### config.mk
export PLATFORM = sky130hd
export DESIGN_NAME = gbd_queue
export DESIGN_NICKNAME = d
export VERILOG_FILES = /design/src/gray_binomial_downscale_2x_defines.svh /design/src/gbd_pkg.sv /design/src/gbd_queue.sv
export SDC_FILE = /design/constraint.sdc
export NUM_CORES = 1
export LEC_CHECK = 0
export ABC_AREA = 0
export BUFFER_PORTS_ARGS = -buffer_cell sky130_fd_sc_hd__buf_4
export CORE_MARGIN = 2
export CORE_UTILIZATION = 45
export DETAILED_ROUTE_END_ITERATION = 12
export GPL_TIMING_DRIVEN = 0
export MAX_ROUTING_LAYER = met4
export RECOVER_POWER = 25
export SYNTH_ARGS = -nofsm -noshare
export SYNTH_HDL_FRONTEND = slang
export SYNTH_SLANG_ARGS = --single-unit
### constraint.sdc
create_clock -name clk -period 1.6 [get_ports clk]
set_input_delay 0.16 -clock clk [delete_from_list [all_inputs] [get_ports clk]]
set_output_delay 0.16 -clock clk [all_outputs]
set_load 0.05 [all_outputs]
### src/gray_binomial_downscale_2x_defines.svh
// Assertion macros for the gray binomial 2x downscaler.
`ifndef GRAY_BINOMIAL_DOWNSCALE_2X_DEFINES_SVH
`define GRAY_BINOMIAL_DOWNSCALE_2X_DEFINES_SVH

// same-cycle implication, sampled on clk, off during rst
`define GBD_ASSERT_NOW(lbl, ante, cons) \
  lbl: assert property (@(posedge clk) disable iff (rst) (ante) |-> (cons)) \
    else $error("gbd assertion failed");

// next-cycle implication, sampled on clk, off during rst
`define GBD_ASSERT_NEXT(lbl, ante, cons) \
  lbl: assert property (@(posedge clk) disable iff (rst) (ante) |=> (cons)) \
    else $error("gbd assertion failed");

`endif

### src/gbd_pkg.sv
// Shared types, constants and helper functions of the gray binomial 2x downscaler.
`default_nettype none

package gbd_pkg;

  localparam int DEFAULT_MAX_WIDTH = 4096;
  localparam int MAX_HEIGHT        = 4096;
  localparam int PIX_W             = 8;
  localparam int CFG_W             = 13;
  localparam int IDX_W             = 2;
  localparam int COORD_W           = 11;
  localparam int ROW_W             = 12;
  localparam int SUM_W             = 11;
  localparam int TOT_W             = 14;
  localparam int POS_W             = 14;
  localparam int QUEUE_DEPTH       = 4;
  localparam int ROUND_ADD         = 32;
  localparam int ROUND_SHIFT       = 6;
  localparam int RESET_WIDTH       = 640;
  localparam int RESET_HEIGHT      = 480;

  localparam logic [IDX_W-1:0] REG_WIDTH  = 2'd0;
  localparam logic [IDX_W-1:0] REG_HEIGHT = 2'd1;

  typedef logic [1:0] tap_dist_t;

  // per candidate output (two per axis): hit flag and distance back to each of 4 taps
  typedef struct packed {
    logic [1:0]                hit;
    tap_dist_t [1:0][3:0]      span;
  } win_class_t;

  typedef struct packed {
    logic [PIX_W-1:0]   pix;
    logic [1:0]         rmod;
    logic               col0;
    win_class_t         rcls;
    win_class_t         ccls;
    logic [COORD_W-1:0] oy_base;
    logic [COORD_W-1:0] ox_base;
  } desc_t;

  function automatic win_class_t classify(logic [POS_W-1:0] pos, logic [POS_W-1:0] last);
    win_class_t cls;
    cls = '0;
    if (!pos[0] && pos >= POS_W'(2)) begin
      cls.hit[0]  = 1'b1;
      cls.span[0] = (pos == POS_W'(2)) ? {2'd0, 2'd1, 2'd2, 2'd2} : {2'd0, 2'd1, 2'd2, 2'd3};
    end
    if (pos == last) begin
      cls.hit[1] = 1'b1;
      if (!pos[0]) begin
        cls.span[1] = (pos == POS_W'(0)) ? 8'd0 : {2'd0, 2'd0, 2'd0, 2'd1};
      end else begin
        cls.span[1] = (pos == POS_W'(1)) ? {2'd0, 2'd0, 2'd1, 2'd1} : {2'd0, 2'd0, 2'd1, 2'd2};
      end
    end
    return cls;
  endfunction

  // a + 3*(b + c) + d
  function automatic logic [TOT_W-1:0] wsum(logic [TOT_W-1:0] a, logic [TOT_W-1:0] b,
                                            logic [TOT_W-1:0] c, logic [TOT_W-1:0] d);
    logic [TOT_W-1:0] mid;
    mid = b + c;
    return a + (mid << 1) + mid + d;
  endfunction

endpackage

`default_nettype wire

### src/gbd_queue.sv
// Short FIFO between front and back ends.
`default_nettype none

module gbd_queue #(
  parameter int DATA_W = 8,
  parameter int DEPTH  = gbd_pkg::QUEUE_DEPTH
) (
  input  wire logic              clk,
  input  wire logic              rst,
  input  wire logic              push,
  input  wire logic [DATA_W-1:0] wr_data,
  input  wire logic              pop,
  output logic [DATA_W-1:0]      rd_data,
  output logic                   full,
  output logic                   empty
);

  localparam int PTR_W = (DEPTH > 1) ? $clog2(DEPTH) : 1;
  localparam int CNT_W = $clog2(DEPTH + 1);

  logic [DATA_W-1:0] slots [DEPTH];
  logic [PTR_W-1:0]  wptr;
  logic [PTR_W-1:0]  rptr;
  logic [CNT_W-1:0]  count;

  assign full    = (count == CNT_W'(DEPTH));
  assign empty   = (count == '0);
  assign rd_data = slots[rptr];

  always_ff @(posedge clk) begin
    if (push) begin
      slots[wptr] <= wr_data;
    end
  end

  always_ff @(posedge clk) begin
    if (rst) begin
      wptr  <= '0;
      rptr  <= '0;
      count <= '0;
    end else begin
      if (push) begin
        wptr <= (wptr == PTR_W'(DEPTH - 1)) ? '0 : wptr + PTR_W'(1);
      end
      if (pop) begin
        rptr <= (rptr == PTR_W'(DEPTH - 1)) ? '0 : rptr + PTR_W'(1);
      end
      if (push && !pop) begin
        count <= count + CNT_W'(1);
      end else if (pop && !push) begin
        count <= count - CNT_W'(1);
      end
    end
  end

endmodule

`default_nettype wire

==> flow_summary.json <==
{
  "fp.dieH_um": 63.6,
  "multiInputGateArea_um2": 430,
  "fin_cells": 169,
  "worstSetupPathType": "register to primary output",
  "max-vdd-ir-drop_mv": 0.612,
  "hold_class": "input port to register",
  "synth_warnings": 0,
  "overflow": 0,
  "max_freq_mhz": 590,
  "clock_latency_ns": 0.34,
  "final_layout_size_suffix_gt1_share_pct": 28.5,
  "drt-wirelength-per-cell_um": 14.2,
  "path_cells": "buf_12 > mux4_2 > buf_8",
  "yosys.area.top_type": "edfxtp_1",
  "cts.sinks": 41,
  "fin_skew_ns": 0.0130,
  "grt_pass1_vias": 841,
  "num_antenna_cells": 0,
  "slew_headroom_pct": 70.9,
  "grt_pass1_wl_mm": 3.91,
  "grt_antenna_before_repair": 0,
  "synthTopCellsByArea": "edfxtp_1 60%, dfxtp_1 11%, mux4_2 11%",
  "crit_path_start_kind": "register",
  "finalHoldViolCount": 0,
  "ant_nets": 0,
  "synthesis.area_um2": 1600,
  "cts_tree": "built",
  "fin_crit_ns": 1.70,
  "worstPathArrival_ns": 1.54,
  "start_util_pct": 47.5,
  "violations": "setup timing",
  "ys_seq_area_share_pct": 71.4,
  "htreeDepth": 2,
  "postSynthAreaPerCell_um2": 18.6,
  "via_count": 819,
  "port_buffers": 21,
  "cpMaxStageDelayCell": "mux4_2",
  "drc": 0,
  "postCtsSetupBuffers": 0,
  "nets": 141,
  "setup_violations": 8,
  "outcome": "finished, violations left",
  "dr.pass1.iters": 3,
  "via_per_inst": 4.85,
  "leakage_nw": 0.726,
  "ioPinCount": 22,
  "clk_pin_slew_ns": 0.12,
  "grt_util_all_layers_pct": 14.1,
  "slew_violations": 0,
  "setup_slack_ns": -0.0957,
  "dieArea_um2": 4040,
  "cp_top_family": "multiplexers",
  "row_count": 21,
  "min_period_over_period_pct": 106,
  "cp.required_ns": 1.44,
  "holdWs_ns": 0.0879,
  "grt_max_degree": 14,
  "power_density_nw_per_um2": 1110,
  "synth_seq_cells": 41,
  "synthesis.nets": 105,
  "drv_cap": 0,
  "crit_fanout": 8,
  "coreArea_um2": 3360,
  "synth_top_area_share_pct": 60.1,
  "crit_buf_inv": 2,
  "die_x_um": 63.6,
  "netlist_instances": 86,
  "layout-area-overhead-vs-synth_pct": 24.3,
  "critPathMaxStageDelay_ns": 0.52,
  "cts_buffers": 5,
  "hpwl_mm": 1.58,
  "cts-root-buf": "clkbuf_4",
  "place.gp.congestion": 0.694,
  "drt_wl_total_mm": 2.40,
  "worst_pin_slew_ns": 0.437,
  "register_area_um2": 1140,
  "clk_path_buf_depth": 2,
  "drt_iter0_markers": 21,
  "ys_types": 17,
  "num-fill-cells": 281,
  "cp-end-kind": "primary output",
  "rsz0062_at_grt": "true",
  "placedCellCount": 153,
  "power_mw": 2.21
}
-- metal layers --
layer	track usage (%)	vias to the layer above	part of all wire [%]
met5	-	-	0
li1	-	402	-
met4	5.71	0	0.75
met2	23.6	19	52
met3	5.89	2	4.5
met1	14.8	396	42
-- cell families (layout without fill, tap and decap cells) --
family | after synthesis | after routing | synth area share (%)
compound gates | 3 | 3 | 0.939
mux | 12 | 12 | 13.8
xor+xnor | 2 | 2 | 1.10
buf+inv | 6 | 43 | 1.96
fa+ha+maj | 7 | 7 | 5.95
simple gates | 15 | 15 | 4.85
flops | 41 | 41 | 71.4
-- per-stage QoR --
| step | TNS, ns | worst slack (ns) | area (um2) | util (%) |
|---|---|---|---|---|
| 2_1_floorplan | -0.00123 | -0.00123 | 1600 | - |
| 5_1_grt | -1.17 | -0.165 | 1990 | 59.0 |
| 6_report | -0.631 | -0.0957 | 1990 | 59.0 |
| 4_1_cts | -0.935 | -0.142 | 1980 | 58.9 |
| 3_5_place_dp | -0.0711 | -0.0711 | 1820 | 54.1 |
| 3_3_place_gp | -0.00734 | -0.00734 | 1820 | 54.1 |
-- layout by cell type, fill, tap and decap left out --
cell type,count
a21oi_1,2
and2_1,4
buf_12,1
buf_4,8
buf_6,7
buf_8,1
clkbuf_1,6
clkbuf_2,1
clkbuf_4,5
clkbuf_8,1
clkinvlp_4,1
dfxtp_1,8
dfxtp_2,1
dlygate4sd3_1,8
edfxtp_1,32
fa_1,1
ha_1,6
inv_1,4
mux2i_1,4
mux4_2,8
nor2_1,7
nor3_1,1
nor3b_1,1
nor3b_2,1
o21ai_0,1
or3_1,1
xor2_1,2
-- synthesized netlist by cell type --
library cell and n:
xor2_1 2, edfxtp_1 32, dfxtp_1 9, or3_1 1
nor3_1 1, ha_1 6, fa_1 1, a21oi_1 2
o21ai_0 1, buf_6 1, clkbuf_2 1, inv_1 4
mux4_2 8, mux2i_1 4, nor3b_1 2, nor2_1 7
and2_1 4
-- final timing paths --
check	from	endpoint	slack, ns	depth (start not counted)
hold / removal	wr_data[7]	slots[3][7]$_DFFE_PP_	0.09	1
hold reg to reg	count[2]$_SDFFE_PP0P_	count[2]$_SDFFE_PP0P_	0.52	2
setup reg to reg	count[0]$_SDFFE_PP0P_	count[2]$_SDFFE_PP0P_	0.11	4
setup / recovery	register	rd_data[5]	-0.1	3
-- sequential cells by signal, summed over array words and instances (netlist names), named ones only --
register	cells
count	3
rptr	2
slots	32
wptr	2
-- what timing repair did --
item                                    4_1_cts  5_1_grt
hold buffers                                  6        2
gates cloned                                  0        0
endpoints found under the hold margin        21        7
gates resized for setup                      11        1
endpoints found under the setup margin        8        8
-- power by group --
group / switching [mW] / internal, mW / total (mW)
sequential: 0.0328 / 1.21 / 1.24
combinational: 0.258 / 0.186 / 0.444
clock: 0.310 / 0.215 / 0.525
total: 0.600 / 1.61 / 2.21
-- cell type report --
type | instances | area share (%)
plain buffers | 2 | 1.26
clock buffers | 7 | 2.77
clock inverters | 1 | 0.378
inverters | 4 | 0.756
multi-input cells | 39 | 21.7
flip-flops and latches | 41 | 57.5
well taps | 46 | 2.90
repair buffers | 29 | 12.7
No activity file was read; power rests on OpenSTA's default activity.
