[config.mk]
export PLATFORM = sky130hd
export DESIGN_NAME = gbd_front
export DESIGN_NICKNAME = d
export VERILOG_FILES = /design/src/gray_binomial_downscale_2x_defines.svh /design/src/gbd_pkg.sv /design/src/gbd_front.sv
export SDC_FILE = /design/constraint.sdc
export NUM_CORES = 1
export LEC_CHECK = 0
export BUFFER_PORTS_ARGS = -buffer_cell sky130_fd_sc_hd__buf_2
export CAP_MARGIN = 20
export CORE_ASPECT_RATIO = 0.6
export CORE_MARGIN = 1
export CORE_UTILIZATION = 52
export DETAILED_ROUTE_END_ITERATION = 8
export GPL_TIMING_DRIVEN = 0
export PLACE_DENSITY = 0.81
export SLEW_MARGIN = 0
export SYNTH_ARGS = -nofsm -noshare
export SYNTH_HDL_FRONTEND = slang
export SYNTH_SLANG_ARGS = --single-unit
[constraint.sdc]
create_clock -name clk -period 2.7 [get_ports clk]
set_clock_uncertainty 0.2 [all_clocks]
set_input_delay 0.135 -clock clk [delete_from_list [all_inputs] [get_ports clk]]
set_output_delay 0.135 -clock clk [all_outputs]
set_load 0.005 [all_outputs]
[src/gray_binomial_downscale_2x_defines.svh]
// Assertion macros for the gray binomial 2x downscaler.
`ifndef GRAY_BINOMIAL_DOWNSCALE_2X_DEFINES_SVH
`define GRAY_BINOMIAL_DOWNSCALE_2X_DEFINES_SVH

// same-cycle implication, sampled on clk, off during rst
`define GBD_ASSERT_NOW(lbl, ante, cons) \
  lbl: assert property (@(posedge clk) disable iff (rst) (ante) |-> (cons)) \
    else $error("gbd assertion failed");

// next-cycle implication, sampled on clk, off during rst
`define GBD_ASSERT_NEXT(lbl, ante, cons) \
  lbl: assert property (@(posedge clk) disable iff (rst) (ante) |=> (cons)) \
    else $error("gbd assertion failed");

`endif

[src/gbd_pkg.sv]
// Shared types, constants and helper functions of the gray binomial 2x downscaler.
`default_nettype none

package gbd_pkg;

  localparam int DEFAULT_MAX_WIDTH = 4096;
  localparam int MAX_HEIGHT        = 4096;
  localparam int PIX_W             = 8;
  localparam int CFG_W             = 13;
  localparam int IDX_W             = 2;
  localparam int COORD_W           = 11;
  localparam int ROW_W             = 12;
  localparam int SUM_W             = 11;
  localparam int TOT_W             = 14;
  localparam int POS_W             = 14;
  localparam int QUEUE_DEPTH       = 4;
  localparam int ROUND_ADD         = 32;
  localparam int ROUND_SHIFT       = 6;
  localparam int RESET_WIDTH       = 640;
  localparam int RESET_HEIGHT      = 480;

  localparam logic [IDX_W-1:0] REG_WIDTH  = 2'd0;
  localparam logic [IDX_W-1:0] REG_HEIGHT = 2'd1;

  typedef logic [1:0] tap_dist_t;

  // per candidate output (two per axis): hit flag and distance back to each of 4 taps
  typedef struct packed {
    logic [1:0]                hit;
    tap_dist_t [1:0][3:0]      span;
  } win_class_t;

  typedef struct packed {
    logic [PIX_W-1:0]   pix;
    logic [1:0]         rmod;
    logic               col0;
    win_class_t         rcls;
    win_class_t         ccls;
    logic [COORD_W-1:0] oy_base;
    logic [COORD_W-1:0] ox_base;
  } desc_t;

  function automatic win_class_t classify(logic [POS_W-1:0] pos, logic [POS_W-1:0] last);
    win_class_t cls;
    cls = '0;
    if (!pos[0] && pos >= POS_W'(2)) begin
      cls.hit[0]  = 1'b1;
      cls.span[0] = (pos == POS_W'(2)) ? {2'd0, 2'd1, 2'd2, 2'd2} : {2'd0, 2'd1, 2'd2, 2'd3};
    end
    if (pos == last) begin
      cls.hit[1] = 1'b1;
      if (!pos[0]) begin
        cls.span[1] = (pos == POS_W'(0)) ? 8'd0 : {2'd0, 2'd0, 2'd0, 2'd1};
      end else begin
        cls.span[1] = (pos == POS_W'(1)) ? {2'd0, 2'd0, 2'd1, 2'd1} : {2'd0, 2'd0, 2'd1, 2'd2};
      end
    end
    return cls;
  endfunction

  // a + 3*(b + c) + d
  function automatic logic [TOT_W-1:0] wsum(logic [TOT_W-1:0] a, logic [TOT_W-1:0] b,
                                            logic [TOT_W-1:0] c, logic [TOT_W-1:0] d);
    logic [TOT_W-1:0] mid;
    mid = b + c;
    return a + (mid << 1) + mid + d;
  endfunction

endpackage

`default_nettype wire

[src/gbd_front.sv]
// Front end: config registers, raster position and per-pixel window classification.
`default_nettype none

module gbd_front #(
  parameter int MAX_WIDTH = gbd_pkg::DEFAULT_MAX_WIDTH,
  parameter int COL_W     = $clog2(MAX_WIDTH)
) (
  input  wire logic                      clk,
  input  wire logic                      rst,
  input  wire logic                      cfg_we,
  input  wire logic [gbd_pkg::IDX_W-1:0] cfg_index,
  input  wire logic [gbd_pkg::CFG_W-1:0] cfg_data,
  input  wire logic                      in_valid,
  input  wire logic [gbd_pkg::PIX_W-1:0] pixel_in,
  output logic                           in_stall,
  input  wire logic                      q_full,
  output logic                           push,
  output gbd_pkg::desc_t                 desc,
  output logic [COL_W-1:0]               desc_col,
  output logic                           restart
);

  logic [COL_W-1:0]          col;
  logic [gbd_pkg::ROW_W-1:0] row;
  logic [1:0]                rmod;
  logic [COL_W-1:0]          last_col;
  logic [gbd_pkg::ROW_W-1:0] last_row;

  assign in_stall = q_full;
  assign push     = in_valid && !q_full;
  assign restart  = cfg_we && (cfg_index == gbd_pkg::REG_WIDTH ||
                               cfg_index == gbd_pkg::REG_HEIGHT);

  always_ff @(posedge clk) begin
    if (rst) begin
      last_col <= COL_W'(gbd_pkg::RESET_WIDTH - 1);
      last_row <= gbd_pkg::ROW_W'(gbd_pkg::RESET_HEIGHT - 1);
    end else if (cfg_we) begin
      if (cfg_index == gbd_pkg::REG_WIDTH) begin
        if (cfg_data == '0) begin
          last_col <= '0;
        end else if (32'(cfg_data) > 32'(MAX_WIDTH)) begin
          last_col <= COL_W'(MAX_WIDTH - 1);
        end else begin
          last_col <= COL_W'(cfg_data - gbd_pkg::CFG_W'(1));
        end
      end
      if (cfg_index == gbd_pkg::REG_HEIGHT) begin
        if (cfg_data == '0) begin
          last_row <= '0;
        end else if (32'(cfg_data) > 32'(gbd_pkg::MAX_HEIGHT)) begin
          last_row <= gbd_pkg::ROW_W'(gbd_pkg::MAX_HEIGHT - 1);
        end else begin
          last_row <= gbd_pkg::ROW_W'(cfg_data - gbd_pkg::CFG_W'(1));
        end
      end
    end
  end

  always_ff @(posedge clk) begin
    if (rst || restart) begin
      col  <= '0;
      row  <= '0;
      rmod <= '0;
    end else if (push) begin
      if (col == last_col) begin
        col <= '0;
        if (row == last_row) begin
          row  <= '0;
          rmod <= '0;
        end else begin
          row  <= row + gbd_pkg::ROW_W'(1);
          rmod <= (rmod == 2'd2) ? 2'd0 : rmod + 2'd1;
        end
      end else begin
        col <= col + COL_W'(1);
      end
    end
  end

  always_comb begin
    desc         = '0;
    desc.pix     = pixel_in;
    desc.rmod    = rmod;
    desc.col0    = (col == '0);
    desc.rcls    = gbd_pkg::classify(gbd_pkg::POS_W'(row), gbd_pkg::POS_W'(last_row));
    desc.ccls    = gbd_pkg::classify(gbd_pkg::POS_W'(col), gbd_pkg::POS_W'(last_col));
    desc.oy_base = gbd_pkg::COORD_W'(row >> 1) - gbd_pkg::COORD_W'(1);
    desc.ox_base = gbd_pkg::COORD_W'(col >> 1) - gbd_pkg::COORD_W'(1);
    desc_col     = col;
  end

endmodule

`default_nettype wire

==> results.yml, run 1 <==
outcome:
  status: "finished with violations"
  violations: "setup timing"
detailed_routing:
  route.detailed.drc: 0
  via_per_inst: 5.55
  drt_wl_total_mm: 9.71
  wl_per_cell_um: 14.8
  postRouteAntennaNets: 0
  drt_iter0_markers: 226
  dr_total_vias: 3649
  firstDrtPassIters: 5
placement:
  place_congestion: 0.916
  io_buffers: 85
  dpl_worst_slack_ns: -0.115
  place_hpwl_mm: 7.40
  place_inst: 653
finish:
  utilization_pct: 66.2
  area_growth_pct: 22.3
  fillers: 598
  antenna_cells: 0
  num-nets-final: 613
  drive_gt1_share_pct: 27.3
  stdcell_count: 658
worst_setup_path:
  criticalPathCategory: "reg2out"
  setup.worst_path.end_class: "primary output"
  crit_chain: "xnor2_1, nand4_1, nor3_4, a21boi_0, a21boi_0, buf_2"
  crit_fanout: 10
  crit_required_ns: 2.37
  crit_top_cell: "a21boi_0"
  crit_slowest_cell: "dfxtp_1"
  rr_worst_depth: 6
  max_stage_delay_ns: 0.59
  critPathLaunchType: "flop"
  cp.arrival_ns: 2.38
synthesis:
  ys_top_cells_by_area: "dfxtp_1, xor2_1, xnor2_1"
  synth.avg_cell_area_um2: 7.86
  yosysWarnings: 0
  yosysSeqAreaShare_pct: 27.5
  syn_inst: 464
  yosys-top-cells-count: "dfxtp_1, nor2_1, buf_4, nand2_1, xor2_1"
  synth_top_area_cell: "dfxtp_1"
  synth.distinct_cells: 54
  ys.flop_type: "dfxtp_1"
  ys_seq_elements: 50
  syn-cell-area_um2: 3650
  synth_edf_count: 0
  synth_top_area_share_pct: 27.5
  synth.most_common_cell: "dfxtp_1"
  async_flop_share_pct: 0
floorplan:
  rows: 23
  coreArea_um2: 6730
  dieWidth_um: 110
  start_util_pct: 54.1
  dieArea_um2: 7360
  io_pins: 112
  floorplan.die.height_um: 66.9
global_route:
  grtUsageTotal_pct: 26.6
  gr-total-overflow: 0
  grt_max_degree: 15
  antenna_found_initial: 0
  grt_pass1_wl_mm: 15.0
  grt_pass1_vias: 3140
cts:
  cts_sinks: 50
  cts_hold_buf: 0
  path_clk_slew_ns: 0.07
  clock_latency_ns: 0.30
  cts_max_level: 2
  cts_tree: "built"
  cts_buffer_depth: 2
  clockRootBuffer: "clkbuf_16"
  cts_made_buffers: 5
job:
  maxCapViolations: 0
power:
  p_per_area_nw_per_um2: 360
  leakage_nw: 1.92
  ir_drop_uv: 241
sta:
  final_max_slew_viol_count: 0
  fmax_mhz: 368
  fin_crit_ns: 2.72
  worst_pin_slew_ns: 0.558
  rsz0062_at_grt: "yes"
  min_period_over_period_pct: 101
  fin_setup_tns_ns: -0.0178
  hold_viol_final: 0
  setup_violations: 1
  slew-limit-headroom_pct: 62.5
  timing.final.ws_setup_ns: -0.0178
hold_path:
  hp-class: "in2reg"
  hold_depth: 4
-- registers in the layout (all words and copies together), names as in the netlist --
register / flops
desc_col: 12
last_col: 12
last_row: 12
rmod: 2
row: 12
-- path summary, 6_finish.rpt --
check / slack, ns / from / end
worst max register to register: 0.11 / desc_col[3] / rmod[0]
worst max-delay path: -0.02 / desc_col[3] / desc[30]
worst min register to register: 0.28 / last_row[5] / last_row[5]
worst min-delay path: 0.02 / cfg_index[0] / last_col[4]
-- stage by stage --
step,total power (W),cell area (µm²),hold WS (ns)
final,0.00160,4460,0.0201
after global routing,0.00166,4460,0.0738
after CTS,0.00159,4400,0.0192
after detailed placement,0.000996,4240,0.236
after global placement,0.000990,4240,0.236
after floorplan,0.000925,3710,0.151
-- final cells by class --
class,instances,area [µm²],area share (%)
buffer,53,333,7.47
clock buffer,5,125,2.81
tap,87,109,2.44
sequential,50,1000,22.5
multi-input combinational,356,2360,52.9
clock inverter,2,10.0,0.225
inverter,15,56.3,1.26
timing repair buffer,90,463,10.4
-- cells by family (layout without fill, tap and decap cells) --
kind of cell | Yosys count | after routing | share of synthesized area, %
simple gates | 185 | 185 | 27.1
buf+inv | 75 | 165 | 11.3
compound gates | 74 | 74 | 13.5
xor+xnor | 62 | 62 | 14.9
flops | 50 | 50 | 27.5
fa+ha+maj | 17 | 17 | 5.63
other cells | 1 | 18 | 0.103
-- per-layer routing --
layer | track usage [%] | routed length [µm] | up-vias
met4 | 5.76 | 92 | 0
met1 | 36.2 | 4470 | 1704
li1 | - | - | 1791
met5 | 0 | 0 | -
met3 | 5.87 | 764 | 11
met2 | 42.9 | 4380 | 143
-- worst max-delay path, delay by kind of cell, from the launching register on --
family,cells,cell delay [ns]
AND/OR/NAND/NOR,2,0.67
flip-flops,1,0.59
AO/OA/AOI/OAI,2,0.46
XOR/XNOR,1,0.22
buffers and inverters,1,0.14
-- placed cells by master (no fill, tap or decap), types with 4 or more instances in the layout --
cell / n
and2_1: 4
nand3_1: 10
nor4_1: 9
inv_1: 15
xor2_1: 33
o31ai_1: 4
dfxtp_1: 49
o21ai_0: 14
ha_1: 14
a21boi_0: 5
clkbuf_16: 5
buf_4: 38
clkbuf_1: 16
or3_1: 7
nor2b_1: 4
nand2b_1: 6
nor4_2: 7
conb_1: 18
nand2_1: 33
a31oi_1: 5
and4_1: 4
nand3b_1: 5
nand4b_1: 5
or2_2: 4
buf_2: 85
nand4_1: 13
nor2_1: 43
xnor2_1: 29
nor3_1: 12
a21oi_1: 21
and3_1: 7
-- report_power, final --
part           switching [W]  total, W  internal, W  leakage, nW
Combinational       0.000118  0.000217    0.0000996         1.44
Clock               0.000279  0.000614     0.000335       0.0694
Sequential         0.0000165  0.000771     0.000755        0.406
-- timing repair --
item | 4_1_cts | 5_1_grt
gates cloned | 0 | 0
setup buffers | 0 | 5
pin swaps | 0 | 2
gates resized for setup | 7 | 8
setup endpoints to repair | 17 | 21
No activity file was read; power rests on OpenSTA's default activity.
==> run 2: changes to the inputs <==
--- a/config.mk
+++ b/config.mk
@@ -9,10 +9,10 @@
 export CAP_MARGIN = 20
 export CORE_ASPECT_RATIO = 0.6
 export CORE_MARGIN = 1
-export CORE_UTILIZATION = 52
+export CORE_UTILIZATION = 56
 export DETAILED_ROUTE_END_ITERATION = 8
 export GPL_TIMING_DRIVEN = 0
-export PLACE_DENSITY = 0.81
+export PLACE_DENSITY = 0.86
 export SLEW_MARGIN = 0
 export SYNTH_ARGS = -nofsm -noshare
 export SYNTH_HDL_FRONTEND = slang
==> constraint.sdc (replaced) <==
create_clock -name clk -period 3.49 [get_ports clk]
set_clock_uncertainty 0.2 [all_clocks]
set_input_delay 0.1745 -clock clk [delete_from_list [all_inputs] [get_ports clk]]
set_output_delay 0.1745 -clock clk [all_outputs]
set_load 0.005 [all_outputs]
==> results.yml, run 2 (synthesis results as in run 1) <==
global_route:
  grt_max_degree: 16
  antenna_found_initial: 0
  gr-total-overflow: 0
  grt_pass1_vias: 3259
  grt_pass1_wl_mm: 15.1
  grtUsageTotal_pct: 27.5
worst_setup_path:
  cpLargestDelayFamily: "simple AND/OR/NAND/NOR gates"
  worst-path-buf-inv: 2
  crit_required_ns: 3.12
  rr_worst_depth: 6
  crit_fanout: 9
  crit_chain: "clkbuf_1, xnor2_1, nand4_1, nor3_1, a21boi_0, a21boi_0, buf_2"
  cp.arrival_ns: 2.85
  critPathLaunchType: "flop"
  crit_cells: 7
  crit_top_cell: "a21boi_0"
  crit_slowest_cell: "nor3_1"
  setup.worst_path.end_class: "primary output"
  max_stage_delay_ns: 0.65
  criticalPathCategory: "reg2out"
cts:
  cts_buffer_depth: 2
  cts_sinks: 50
  clockRootBuffer: "clkbuf_8"
  path_clk_slew_ns: 0.09
  cts_hold_buf: 0
  cts_made_buffers: 5
  clock_latency_ns: 0.31
  cts_max_level: 2
  postCtsResizedCells: 0
  cts_tree: "built"
  cts_setup_buffers: 0
sta:
  fin_crit_ns: 3.22
  worst_pin_slew_ns: 0.994
  setup_violations: 0
  hold_viol_final: 0
  slew-limit-headroom_pct: 33.1
  timing.final.ws_setup_ns: 0.266
  fmax_mhz: 310
  rsz0062_at_grt: "no"
  fin_setup_tns_ns: 0
  min_period_over_period_pct: 92.4
  whs_ns: 0.0528
  final_max_slew_viol_count: 0
placement:
  place_congestion: 0.928
  io_buffers: 85
  place_hpwl_mm: 7.23
  placed_cell_area_um2: 4240
  dpl_worst_slack_ns: 0.581
detailed_routing:
  route.met2.wl_mm: 4.17
  postRouteAntennaNets: 0
  m1WireLength_mm: 4.17
  via_per_inst: 5.58
  drt_wl_total_mm: 9.38
  top_layer_used: "met4"
  wl_met3_um: 890
  dr_total_vias: 3674
  wl_per_cell_um: 14.3
  route.detailed.drc: 0
  firstDrtPassIters: 5
  drt_iter0_markers: 315
finish:
  final_common_cell: "buf_2"
  drive_gt1_share_pct: 24.2
  antenna_cells: 0
  area_growth_pct: 18.9
  num-nets-final: 615
  layout_common_cells: "buf_2, dfxtp_1, nor2_1"
  design_area_um2: 4340
floorplan:
  dieArea_um2: 6850
  floorplan.die.height_um: 64.5
  coreArea_um2: 6190
  dieWidth_um: 106
  io_pins: 112
  rows: 22
  start_util_pct: 58.9
hold_path:
  hold_depth: 4
  hp-class: "in2reg"
outcome:
  status: "completed"
power:
  ir_drop_uv: 166
  total_power_w: 0.00113
  leakage_nw: 1.85
  p_per_area_nw_per_um2: 261
job:
  maxCapViolations: 0
[run 2: path summary, 6_finish.rpt]
| kind | slack (ns) | endpoint | start |
|---|---|---|---|
| worst max-delay path | 0.27 | desc[30] | desc_col[3] |
| worst min-delay path | 0.05 | last_col[2] | cfg_index[0] |
| worst max register to register | 0.50 | rmod[0] | desc_col[3] |
| worst min register to register | 0.28 | last_row[5] | last_row[5] |
[run 2: area by class of cell]
class / instances / area, µm²
timing repair buffer: 85 / 425
multi-input combinational: 356 / 2300
inverter: 15 / 56.3
clock inverter: 2 / 12.5
fill: 519 / 1860
tap: 84 / 105
sequential: 50 / 1000
buffer: 60 / 357
clock buffer: 6 / 82.6
[run 2: power by group]
group          switching, W  internal (W)
Combinational     0.0000906     0.0000758
Clock              0.000208      0.000160
Sequential        0.0000124      0.000583
Total              0.000311      0.000819
[run 2: metrics by stage]
step,utilization (%),std cells
CTS,70.0,658
finish,70.0,658
floorplan,-,481
detailed placement,68.5,650
global placement,68.5,650
global route,70.0,658
[run 2: worst min-delay path, cell delays in order]
cell	delay (ns)
buf_2	0.11
nor2b_1	0.11
nand2_1	0.08
nand2_1	0.04
[run 2: per-layer routing]
metal / GRT usage, % / vias to the layer above
li1: - / 1787
met1: 37.5 / 1686
met2: 44.6 / 178
met3: 5.13 / 23
met4: 7.64 / 0
met5: 0 / -
